==> config.mk <==
export PLATFORM = sky130hd
export DESIGN_NAME = status_led_blink_controller
export DESIGN_NICKNAME = d
export VERILOG_FILES = /design/src/rtl/core/slbc_pkg.sv /design/src/rtl/core/status_led_blink_controller.sv /design/src/rtl/core/slbc_step.sv
export SDC_FILE = /design/constraint.sdc
export NUM_CORES = 1
export LEC_CHECK = 0
export ABC_AREA = 1
export CAP_MARGIN = 5
export CORE_AREA = 5 5 220 222
export DETAILED_ROUTE_END_ITERATION = 8
export DIE_AREA = 0 0 225 227
export DONT_BUFFER_PORTS = 1
export PLACE_DENSITY = 0.52
export SETUP_SLACK_MARGIN = 0.5
export SLEW_MARGIN = 25
export SYNTH_ARGS = -nofsm -noshare
export SYNTH_HDL_FRONTEND = slang
export SYNTH_SLANG_ARGS = --single-unit
==> constraint.sdc <==
create_clock -name clock -period 9.53 [get_ports clock]
set_input_delay 1.4295 -clock clock [delete_from_list [all_inputs] [get_ports clock]]
set_output_delay 1.4295 -clock clock [all_outputs]
set_load 0.05 [all_outputs]
==> src/rtl/core/slbc_pkg.sv <==
`default_nettype none

package slbc_pkg;

   // Event codes carried in the operation field
   localparam logic [1:0] OP_TICK     = 2'd0;
   localparam logic [1:0] OP_SET_MODE = 2'd1;
   localparam logic [1:0] OP_BEGIN    = 2'd2;
   localparam logic [1:0] OP_END      = 2'd3;

   // Display modes
   localparam logic [3:0] MODE_OFF          = 4'd0;
   localparam logic [3:0] MODE_CONNECTING   = 4'd1;
   localparam logic [3:0] MODE_PAIRING      = 4'd2;
   localparam logic [3:0] MODE_HANDSHAKE    = 4'd3;
   localparam logic [3:0] MODE_CONNECTED    = 4'd4;
   localparam logic [3:0] MODE_DISCONNECTED = 4'd5;
   localparam logic [3:0] MODE_REJECT       = 4'd6;
   localparam logic [3:0] MODE_FORGET_OK    = 4'd7;
   localparam logic [3:0] MODE_ERROR        = 4'd8;

   // Configuration register indexes
   localparam int unsigned CSR_INDEX_W = 1;
   localparam int unsigned CSR_DATA_W  = 7;
   localparam logic [CSR_INDEX_W-1:0] CSR_LED_ENABLE = 1'd0;
   localparam logic [CSR_INDEX_W-1:0] CSR_BRIGHTNESS = 1'd1;

   // Timing in milliseconds
   localparam logic [9:0]  BLINK_CONNECTING_MS = 10'd700;
   localparam logic [9:0]  BLINK_PAIRING_MS    = 10'd280;
   localparam logic [9:0]  BLINK_HANDSHAKE_MS  = 10'd180;
   localparam logic [31:0] FLASH_REJECT_MS     = 32'd180;
   localparam logic [31:0] FLASH_FORGET_MS     = 32'd220;
   localparam logic [6:0]  ERROR_HOLD_MS       = 7'd120;
   localparam logic [2:0]  ERROR_EXTRA_PAINTS  = 3'd5;

   // Brightness scaling: full = 255*pct/100, dim = 255*pct/500, both by reciprocal
   localparam logic [12:0] FULL_RECIP   = 13'd5243;   // ceil(2^19 / 100)
   localparam int unsigned FULL_SHIFT   = 19;
   localparam logic [15:0] DIM_RECIP    = 16'd33555;  // ceil(2^24 / 500)
   localparam int unsigned DIM_SHIFT    = 24;
   localparam logic [7:0]  DIM_FLOOR    = 8'd8;
   localparam logic [7:0]  RESET_PERCENT = 8'd100;

   typedef struct packed {
      logic [1:0]  operation;
      logic [3:0]  mode;
      logic [31:0] now_ms;
      logic        screen_off;
   } req_type;

   typedef struct packed {
      logic [7:0] red;
      logic [7:0] green;
      logic [7:0] blue;
      logic [7:0] brightness;
      logic [6:0] hold_ms;
      logic       last;
   } rsp_type;

   typedef struct packed {
      logic [3:0]  cur_mode;
      logic [3:0]  after_mode;
      logic [31:0] deadline;
      logic        phase_on;
      logic [31:0] toggle_ms;
      logic        held;
   } state_type;

   // What one event produces
   typedef struct packed {
      logic    has_result;
      logic    error_seq;
      rsp_type first;
      rsp_type red_paint;
   } step_out_type;

   typedef struct packed {
      logic       allowed;
      logic [7:0] br_full;
      logic [7:0] br_dim;
   } light_type;

   function automatic rsp_type make_paint(input logic [7:0] r, input logic [7:0] g,
                                          input logic [7:0] b, input logic dim,
                                          input light_type light,
                                          input logic [6:0] hold);
      rsp_type p;
      p.hold_ms = hold;
      p.last    = 1'b0;
      if (light.allowed) begin
         p.red        = r;
         p.green      = g;
         p.blue       = b;
         p.brightness = dim ? light.br_dim : light.br_full;
      end else begin
         p.red        = 8'd0;
         p.green      = 8'd0;
         p.blue       = 8'd0;
         p.brightness = 8'd0;
      end
      return p;
   endfunction

endpackage

`default_nettype wire

==> src/rtl/core/status_led_blink_controller.sv <==
`default_nettype none

// Channel   Direction  Handshake             Payload
// req_      in         req_valid/req_stall   slbc_pkg::req_type (event, mode, time, screen)
// rsp_      out        rsp_valid/rsp_stall   slbc_pkg::rsp_type (color, brightness, hold)
// csr_      in         csr_valid/csr_ready   csr_index selects register, csr_data value
//
// One event per cycle while req_stall is low: an event is held in the input register,
// is evaluated there and its first paint, if it has one, lands in the output register.
// An error event takes six output transfers, one paint each; an event waiting behind
// it stays in the input register, with req_stall high, while the last five drain.
// Reset (synchronous, active high) clears the mode state, empties both registers and sets LED enable and 100 percent.
// rsp_stall reaches req_stall in the same cycle; there is no skid buffer.
// A csr write lands in the percent register, and the rescaled brightness is registered from it.

module status_led_blink_controller (
   input  wire                                 clock,
   input  wire                                 reset,
   input  wire                                 req_valid,
   output logic                                req_stall,
   input  slbc_pkg::req_type                   req_item,
   output logic                                rsp_valid,
   input  wire                                 rsp_stall,
   output slbc_pkg::rsp_type                   rsp_item,
   input  wire                                 csr_valid,
   output logic                                csr_ready,
   input  wire  [slbc_pkg::CSR_INDEX_W-1:0]    csr_index,
   input  wire  [slbc_pkg::CSR_DATA_W-1:0]     csr_data
);
   import slbc_pkg::*;

   // Configuration
   logic        led_enable_ff, led_enable_in;
   logic [6:0]  percent_ff, percent_in;
   logic [7:0]  br_full_ff, br_full_in;
   logic [7:0]  br_dim_ff, br_dim_in;

   // Input register
   logic        s1_valid_ff, s1_valid_in;
   req_type     s1_item_ff, s1_item_in;

   // Mode state
   state_type   state_ff, state_in;

   // Output register and error sequence
   logic        rsp_valid_ff, rsp_valid_in;
   rsp_type     rsp_ff, rsp_in;
   rsp_type     red_paint_ff, red_paint_in;
   logic [2:0]  err_left_ff, err_left_in;

   logic         out_free;
   logic         fire;
   logic         rsp_xfer;
   light_type    light;
   state_type    step_state;
   step_out_type step_result;
   rsp_type      off_paint;

   logic [14:0] pct_x255;
   logic [27:0] full_prod;
   logic [30:0] dim_prod;
   logic [8:0]  full_q;
   logic [6:0]  dim_q;

   // Config port takes a write every cycle
   assign csr_ready = 1'b1;

   always_comb begin
      led_enable_in = led_enable_ff;
      percent_in    = percent_ff;
      if (csr_valid) begin
         case (csr_index)
            CSR_LED_ENABLE: led_enable_in = csr_data[0];
            CSR_BRIGHTNESS: percent_in    = csr_data;
            default:        led_enable_in = led_enable_ff;
         endcase
      end
   end

   // Scale percent to brightness: 255*p/100 saturated, 255*p/500 floored at 8
   assign pct_x255  = {percent_ff, 8'd0} - {8'd0, percent_ff};
   assign full_prod = 28'(pct_x255) * 28'(FULL_RECIP);
   assign dim_prod  = 31'(pct_x255) * 31'(DIM_RECIP);
   assign full_q    = full_prod[FULL_SHIFT +: 9];
   assign dim_q     = dim_prod[DIM_SHIFT +: 7];
   assign br_full_in = (full_q > 9'd255) ? 8'd255 : full_q[7:0];
   assign br_dim_in  = ({1'b0, dim_q} < DIM_FLOOR) ? DIM_FLOOR : {1'b0, dim_q};

   assign light.allowed = led_enable_ff & (percent_ff != 7'd0);
   assign light.br_full = br_full_ff;
   assign light.br_dim  = br_dim_ff;

   // Advance an event only when the output register can take its first paint
   // and no error sequence is still draining.
   assign rsp_xfer  = rsp_valid_ff & ~rsp_stall;
   assign out_free  = ~rsp_valid_ff | (~rsp_stall & (err_left_ff == 3'd0));
   assign fire      = s1_valid_ff & out_free;
   assign req_stall = s1_valid_ff & ~out_free;

   always_comb begin
      s1_valid_in = s1_valid_ff;
      s1_item_in  = s1_item_ff;
      if (!req_stall) begin
         s1_valid_in = req_valid;
         s1_item_in  = req_item;
      end
   end

   slbc_step u_step (
      .item       (s1_item_ff),
      .state      (state_ff),
      .light_raw  (light),
      .next_state (step_state),
      .result     (step_result)
   );

   assign state_in = fire ? step_state : state_ff;

   // Off paint of the error sequence: the red paint with the red dropped,
   // so brightness and screen-off darkening follow the red paint
   always_comb begin
      off_paint     = red_paint_ff;
      off_paint.red = 8'd0;
   end

   always_comb begin
      rsp_valid_in = rsp_valid_ff;
      rsp_in       = rsp_ff;
      red_paint_in = red_paint_ff;
      err_left_in  = err_left_ff;
      if (fire) begin
         // Load the first paint of the new event
         rsp_valid_in = step_result.has_result;
         rsp_in       = step_result.first;
         red_paint_in = step_result.red_paint;
         err_left_in  = step_result.error_seq ? ERROR_EXTRA_PAINTS : 3'd0;
      end else if (rsp_xfer && err_left_ff != 3'd0) begin
         // Step the error sequence: red and off alternate, off comes last
         rsp_in      = err_left_ff[0] ? off_paint : red_paint_ff;
         rsp_in.last = (err_left_ff == 3'd1);
         err_left_in = err_left_ff - 3'd1;
      end else if (rsp_xfer) begin
         rsp_valid_in = 1'b0;
      end
   end

   always_ff @(posedge clock) begin
      if (reset) begin
         led_enable_ff <= 1'b1;
         percent_ff    <= RESET_PERCENT[6:0];
         s1_valid_ff   <= 1'b0;
         rsp_valid_ff  <= 1'b0;
         err_left_ff   <= 3'd0;
         state_ff      <= '{cur_mode: MODE_OFF, after_mode: MODE_CONNECTING,
                            deadline: 32'd0, phase_on: 1'b0, toggle_ms: 32'd0,
                            held: 1'b0};
      end else begin
         led_enable_ff <= led_enable_in;
         percent_ff    <= percent_in;
         s1_valid_ff   <= s1_valid_in;
         rsp_valid_ff  <= rsp_valid_in;
         err_left_ff   <= err_left_in;
         state_ff      <= state_in;
      end
   end

   always_ff @(posedge clock) begin
      br_full_ff   <= br_full_in;
      br_dim_ff    <= br_dim_in;
      s1_item_ff   <= s1_item_in;
      rsp_ff       <= rsp_in;
      red_paint_ff <= red_paint_in;
   end

   assign rsp_valid = rsp_valid_ff;
   assign rsp_item  = rsp_ff;

endmodule

`default_nettype wire

==> src/rtl/core/slbc_step.sv <==
`default_nettype none

module slbc_step (
   input  slbc_pkg::req_type      item,
   input  slbc_pkg::state_type    state,
   input  slbc_pkg::light_type    light_raw,
   output slbc_pkg::state_type    next_state,
   output slbc_pkg::step_out_type result
);
   import slbc_pkg::*;

   light_type   light;
   logic        run_tick;
   logic        is_blink;
   logic [9:0]  period;
   logic [31:0] elapsed;

   assign light.allowed = light_raw.allowed & ~item.screen_off;
   assign light.br_full = light_raw.br_full;
   assign light.br_dim  = light_raw.br_dim;

   always_comb begin
      next_state       = state;
      result           = '0;
      run_tick         = 1'b0;
      is_blink         = 1'b0;
      period           = BLINK_CONNECTING_MS;
      elapsed          = 32'd0;

      case (item.operation)
         OP_TICK: begin
            run_tick = 1'b1;
         end
         OP_BEGIN, OP_END: begin
            next_state.held     = (item.operation == OP_BEGIN);
            next_state.cur_mode = MODE_OFF;
            next_state.deadline = 32'd0;
            result.has_result   = 1'b1;
            result.first        = make_paint(8'd0, 8'd0, 8'd0, 1'b0, light, 7'd0);
            result.first.last   = 1'b1;
         end
         OP_SET_MODE: begin
            case (item.mode)
               MODE_REJECT: begin
                  next_state.after_mode = (state.cur_mode == MODE_PAIRING) ?
                                          MODE_PAIRING : MODE_CONNECTING;
                  next_state.cur_mode   = MODE_REJECT;
                  next_state.deadline   = item.now_ms + FLASH_REJECT_MS;
                  result.has_result     = 1'b1;
                  result.first          = make_paint(8'd255, 8'd0, 8'd0, 1'b0, light, 7'd0);
                  result.first.last     = 1'b1;
               end
               MODE_FORGET_OK: begin
                  next_state.after_mode = MODE_OFF;
                  next_state.cur_mode   = MODE_FORGET_OK;
                  next_state.deadline   = item.now_ms + FLASH_FORGET_MS;
                  result.has_result     = 1'b1;
                  result.first          = make_paint(8'd0, 8'd255, 8'd0, 1'b0, light, 7'd0);
                  result.first.last     = 1'b1;
               end
               MODE_ERROR: begin
                  next_state.cur_mode = MODE_OFF;
                  next_state.deadline = 32'd0;
                  result.has_result   = 1'b1;
                  result.error_seq    = 1'b1;
                  result.red_paint    = make_paint(8'd255, 8'd0, 8'd0, 1'b0, light,
                                                   ERROR_HOLD_MS);
                  result.first        = result.red_paint;
               end
               default: begin
                  next_state.cur_mode  = item.mode;
                  next_state.deadline  = 32'd0;
                  next_state.toggle_ms = item.now_ms;
                  next_state.phase_on  = 1'b1;
                  run_tick             = 1'b1;
               end
            endcase
         end
         default: begin
            run_tick = 1'b0;
         end
      endcase

      // Tick while held: if lit, expire a pending flash, advance the blink and paint the mode; else paint dark
      if (run_tick && next_state.held) begin
         result.has_result = 1'b1;
         if (!light.allowed) begin
            result.first = make_paint(8'd0, 8'd0, 8'd0, 1'b0, light, 7'd0);
         end else begin
            if (next_state.deadline != 32'd0 && item.now_ms >= next_state.deadline) begin
               next_state.deadline  = 32'd0;
               next_state.cur_mode  = next_state.after_mode;
               next_state.toggle_ms = item.now_ms;
               next_state.phase_on  = 1'b1;
            end
            case (next_state.cur_mode)
               MODE_CONNECTING: begin
                  is_blink = 1'b1;
                  period   = BLINK_CONNECTING_MS;
               end
               MODE_PAIRING: begin
                  is_blink = 1'b1;
                  period   = BLINK_PAIRING_MS;
               end
               MODE_HANDSHAKE: begin
                  is_blink = 1'b1;
                  period   = BLINK_HANDSHAKE_MS;
               end
               default: begin
                  is_blink = 1'b0;
               end
            endcase
            elapsed = item.now_ms - next_state.toggle_ms;
            if (is_blink && elapsed >= {22'd0, period}) begin
               next_state.toggle_ms = item.now_ms;
               next_state.phase_on  = ~next_state.phase_on;
            end
            case (next_state.cur_mode)
               MODE_CONNECTING, MODE_PAIRING: begin
                  result.first = make_paint(8'd0, 8'd0,
                                            next_state.phase_on ? 8'd255 : 8'd0,
                                            1'b0, light, 7'd0);
               end
               MODE_HANDSHAKE: begin
                  result.first = make_paint(8'd0,
                                            next_state.phase_on ? 8'd200 : 8'd0,
                                            next_state.phase_on ? 8'd255 : 8'd40,
                                            1'b0, light, 7'd0);
               end
               MODE_CONNECTED: begin
                  result.first = make_paint(8'd0, 8'd0, 8'd255, 1'b1, light, 7'd0);
               end
               MODE_DISCONNECTED, MODE_REJECT: begin
                  result.first = make_paint(8'd255, 8'd0, 8'd0, 1'b0, light, 7'd0);
               end
               MODE_FORGET_OK: begin
                  result.first = make_paint(8'd0, 8'd255, 8'd0, 1'b0, light, 7'd0);
               end
               default: begin
                  result.first = make_paint(8'd0, 8'd0, 8'd0, 1'b0, light, 7'd0);
               end
            endcase
         end
         result.first.last = 1'b1;
      end
   end

endmodule

`default_nettype wire

Word-level counts from Yosys, hierarchy flattened:

Index checks and enable logic that the tools add are counted.

* register bits: 222
* word-level logic and storage cells: 147

* $add $sub $neg: 5
* $mul: 2
* $lt $le $gt $ge: 4
* equal/unequal tests: 16
* multiplexer cells: 57
* bitwise operators: 13
* reduce and logical (&&, ||, !) cells: 20

Operator list (number)
* 65-bit 2-to-1 mux: 5
* 40-bit 2-to-1 mux: 5
* 40-bit one-hot mux with 5 select lines: 1
* 33-bit 2-to-1 mux: 5
* 32-bit one-hot mux with 2 select lines: 2
* 40-bit one-hot mux with 3 select lines: 1
* 40-bit one-hot mux with 2 select lines: 1
* 32-bit by 8-bit adder with 32-bit output (second input constant): 2
* 8-bit 2-to-1 mux: 5
* 32-bit by 10-bit greater-or-equal comparator with 1-bit output: 1
* 32-bit greater-or-equal comparator: 1
* 32-bit 2-to-1 mux: 1
* 32-bit nonzero test: 1
* 32-bit subtractor: 1
* 15-bit by 16-bit multiplier with 31-bit output (second input constant): 1
* 15-bit by 13-bit multiplier with 28-bit output (second input constant): 1
* 4-bit by 3-bit == test with 1-bit output (second input constant): 6
* 24-bit 2-to-1 mux: 1
* 4-bit 2-to-1 mux: 6
* 10-bit 2-to-1 mux: 2
* 10-bit one-hot mux with 2 select lines: 1
* 4-bit one-hot mux with 2 select lines: 2
* 15-bit by 7-bit subtractor with 15-bit output: 1
* 4-bit by 2-bit == test with 1-bit output (second input constant): 3
* 26 further kinds: 61

Longest topological paths before layout:

* depth after elaboration: 22
* mapped depth: 64
* mapped depth without buffers: 60

By module:

From an unflattened synthesis, not the netlist that was laid out.

* cell total of the unflattened synthesis: 3051
* area, all modules: 22161.3 µm²

By module, submodules not included
* status_led_blink_controller: times used 1, cells an instance 1668, area each 15130.8 µm², seq. area each 5585.4 µm²
* slbc_step: times used 1, cells an instance 1383, area each 7030.5 µm², seq. area each 0.0 µm²

Least setup slack after synthesis:

No wires, ideal clock.

* path type: reg-to-reg
* start point: reg percent_ff[0]
* end point: reg br_full_ff[2]
* library setup time: 0.145 ns
* data arrival time: 6.939 ns
* slack: 2.446 ns
* stages on the path, launching flop included: 37
* period minus slack after synthesis: 7.084 ns
* cell sequence: dfxtp_1 > clkbuf_1 > inv_1 > ha_1 > inv_1 > nor3_1 > nand2_1 > nor2_1 > inv_1 > nor2_1 > xor2_1 > inv_1 > ha_1 > fa_1 > fa_1 > inv_1 > fa_1 > fa_1 > inv_1 > ha_1 > nand2_1 > o21ai_0 > a21oi_1 > nor2_1 > nor2_1 > o21ai_0 > a31oi_1 > o21ai_0 > a21o_1 > nand2_1 > inv_1 > nor2_1 > o21bai_1 > nand3_1 > o21ai_0 > xor2_1 > o21ai_0

* word-level cells in the longest chain between the ends: 3

RTL lines
* from (decl): RTL line status_led_blink_controller.sv:34 `logic [6:0] percent_ff, percent_in;`
* from (signal assigned): RTL line status_led_blink_controller.sv:150 `percent_ff <= RESET_PERCENT[6:0];`
* from (signal assigned): RTL line status_led_blink_controller.sv:159 `percent_ff <= percent_in;`
* 15-bit by 7-bit subtractor with 15-bit output *: RTL line status_led_blink_controller.sv:81 `assign pct_x255 = {percent_ff, 8'd0} - {8'd0, percent_ff};`
* 15-bit by 13-bit multiplier with 28-bit output *: RTL line status_led_blink_controller.sv:82 `assign full_prod = 28'(pct_x255) * 28'(FULL_RECIP);`
* 9-bit by 8-bit > comparator with 1-bit output: RTL line status_led_blink_controller.sv:86 `assign br_full_in = (full_q > 9'd255) ? 8'd255 : full_q[7:0];`
* to (signal assigned): RTL line status_led_blink_controller.sv:168 `br_full_ff <= br_full_in;`
* to (decl): RTL line status_led_blink_controller.sv:35 `logic [7:0] br_full_ff, br_full_in;`

Every way passes the cells marked *; elsewhere a longest branch is shown, timed or not.
A chain may end at the register's enable or synchronous reset.

Worst setup path in the final report:

* start point: reg percent_ff[1]
* end point: reg br_full_ff[2]

Same word-level chain as after synthesis.

==> flow_metrics.tcl <==
set metrics [dict create \
    route.final.wire_length_microns 52700 \
    syn-cell-area_sq_um 18300 \
    worstHoldPathType "reg2reg" \
    largest_family_of_logic_cells_by_synthesized_area "adder cells" \
    crit_slowest_cell "fa_1" \
    design.core.area_sq_um 46200 \
    clkTransAtPathRegs_ns 0.08 \
    maxCapViolations 0 \
    critical_path.max_fanout 8 \
    cts.path.max_buffers 2 \
    final.period_utilization 0.867 \
    floorplan.die_area_sq_um 51100 \
    critical_path_endpoint_category "flop" \
    timing.critical_path.slowest_cell_delay_ns 0.53 \
    hold-worst-slack_ns 0.446 \
    final_max_slew_viol_count 0 \
    crit_buf_inv 10 \
    p_int_mw 2.37 \
    synthTopCellsByArea "ha_1 (19%), fa_1 (11%), dfxtp_1 (11%), edfxtp_1 (11%), nand2_1 (10%)" \
    global_route.usage.total 0.208 \
    first_pass_grt_wire_length_microns 83400 \
    timing.final.crit_period_ns 8.27 \
    clock_insertion_delay_worst_skew_ns 0.49 \
    setup-tns-final_ns 0 \
    portBuffers 0 \
    worstSetupPathType "reg2reg" \
    critical_path.top_delay_family "adder cells" \
    syn2layout_area_growth_pct 6.44 \
    synth_enable_flop_cells 64 \
    power.share.combinational 0.647 \
    synth_compound_area_frac 0.146 \
    dp_hpwl_microns 41600 \
    floorplan.initialDensity 0.396 \
    gr-total-overflow 0 \
    share_seq_of_total_power 0.188 \
    boundaryPins 95 \
    synth.ff_latch_count 166 \
    status "finished clean" \
    place_area_sq_um 18800 \
    max_freq_mhz 121 \
    worst_clock_skew_ns 0.0149 \
    viasPerCell 5.23 \
    synthAdderAreaFrac 0.307 \
    numPlacedInstances 2951 \
    antenna_violating_nets_post_route 0 \
    synth.top_cell.area_share 0.194 \
    postLayoutCoreUtil 0.421 \
    stdcell_area_sq_um 19500 \
    grt_start_max_net_pins 73 \
    finalWorstSetupSlack_ns 1.26 \
    clock_tree.root_cell "clkbuf_16" \
    synth_commonest_cells "nand2_1 (508), inv_1 (402), ha_1 (284), a21oi_1 (195), o21ai_0 (146)" \
    post_synth_and_or_nand_nor_area_fraction 0.203 \
    cts-buffers-inserted 17 \
    share_clk_of_total_power 0.165 \
    floorplan.die.height_microns 227 \
    totalPowerFinal_mw 4.61 \
    count_of_non_filler_cells_in_the_finished_layout 2985 \
    post_cts_buffers 0 \
    post_synth_xor_area_fraction 0.0144 \
    final_layout_size_suffix_gt1_frac 0.0699 \
    dpl_worst_slack_ns 0.874 \
    detail_route.wl_per_cell_microns 17.6 \
    grt_antenna_before_repair 3 \
    critical_path_arrival_ns 8.62 \
    critPathRequiredTime_ns 9.88 \
    ir_worst_vdd_mv 0.194 \
    rows 79 \
    p_sw_mw 2.24 \
    first_iter_violations 1013 \
    first_global_vias 15500 \
    synth.largest_area_cell "ha_1" \
    htree_num_levels 4 \
    tightest_slew_ns 0.998 \
    postSynth.asyncResetShare 0 \
    yosys-mux-area-fraction 0 \
    die_width_microns 225 \
    unrepaired_setup_endpoints_after_global_routing "no" \
    timing.max_slew.rel_slack 0.336 \
    swShare 0.487 \
    routed_via_count 15600 \
    tritoncts "done" \
    cts_hold_buffers 0 \
    category_of_the_worst_setup_path_launch_point "flop" \
    power_leakage_nw 9.18 \
    synthesis.area_per_instance_sq_um 7.59 \
    synth_sequential_area_ratio 0.217 \
    design.final.nets 2802 \
    gp_congestion 0.979 \
    report.final.hold_viol_count 0 \
    setup_viol_count_final 0 \
    worst_path_most_repeated_cell "inv_1" \
    detail_route.drc_violations 0 \
    synth.yosys.warnings 0 \
    ys_dominant_reg_cell "dfxtp_1" \
    power_per_cell_area_nw_per_um2 237 \
    netlist-cell-type-count 55 \
    synth.most_common_cell "nand2_1" \
    gate_count_of_the_mapped_netlist 2408 \
    firstDrtPassIters 5 \
    cts.sink_count 166 \
]
## per-layer routing
| metal | routed length (microns) | vias to the layer above | track usage |
|---|---|---|---|
| li1 | - | 7801 | - |
| met1 | 23700 | 7449 | 0.263 |
| met2 | 25600 | 297 | 0.362 |
| met3 | 1990 | 74 | 0.0364 |
| met4 | 1360 | 2 | 0.0640 |
| met5 | 10 | - | 0 |
## layout by cell type, fill, tap and decap left out, types with 6 or more instances in the layout
master     Yosys  layout
a2bb2oi_1      7       7
dfxtp_1      102     102
nand3_2       11      11
nand4_1       26      26
o21ai_2       15      15
clkbuf_16      0      17
nand3_1      102     102
a31oi_1       15      15
nand3b_1       6       6
a21oi_1      195     194
nand2_1      508     507
nand2_2       17      18
nor3_1        27      27
o21ai_0      146     145
ha_1         284     284
a21oi_2       25      26
buf_4         27      21
xor2_1        22      20
inv_1        402     400
nor2_2         5       6
edfxtp_1      64      64
nor2_1       132     130
o211ai_1       8       8
a211oi_1       9       9
fa_1         103     103
o21ai_1       17      18
xnor2_1        8       8
or2_2          6       6
## worst paths after layout
kind / startpoint / end / depth (start not counted) / slack, ns
min reg2reg: state_ff[68] / state_ff[68] / 2 / 0.45
max: percent_ff[1] / br_full_ff[2] / 40 / 1.26
max reg2reg: percent_ff[1] / br_full_ff[2] / 40 / 1.26
min: state_ff[68] / state_ff[68] / 2 / 0.45
## cell families after synthesis
group,after synthesis
compound gates,466
xor+xnor,30
fa+ha+maj,387
buf+inv,500
flops,166
other cells,2
simple gates,857
## repair_timing
action,4_1_cts,5_1_grt
resized for setup,0,6
endpoints found under the setup margin,0,32
endpoints found under the hold margin,0,0
## area by class of cell
cell class / count / area (sq um)
inverter: 409 / 1540
tap: 607 / 759
clock buffer: 17 / 425
clock inverter: 15 / 214
fill: 4754 / 26700
timing repair buffer: 25 / 238
sequential: 166 / 3960
antenna: 2 / 5.00
multi-input combinational: 1744 / 12300
## sequential cells by signal, indices dropped and copies added, names as in the netlist, 3 cells and up
name / flops
s1_item_ff: 39
br_full_ff: 8
br_dim_ff: 7
err_left_ff: 3
percent_ff: 7
rsp_item: 15
state_ff: 74
off_paint: 9
## power groups by stage
stage                     clock [mW]  combinational [mW]  sequential (mW)
after floorplan                    0                2.33            0.862
after global placement             0                2.98            0.881
after detailed placement           0                3.02            0.881
after CTS                      0.788                3.05            0.865
after global routing           0.809                3.53            0.871
final                          0.762                2.99            0.865
## worst min-delay path: stages (launching register included)
cell and delay, ns:
dfxtp_1 0.31, nand2_1 0.06, nor2_1 0.04
Note: power is estimated with default switching activity, not from simulation.
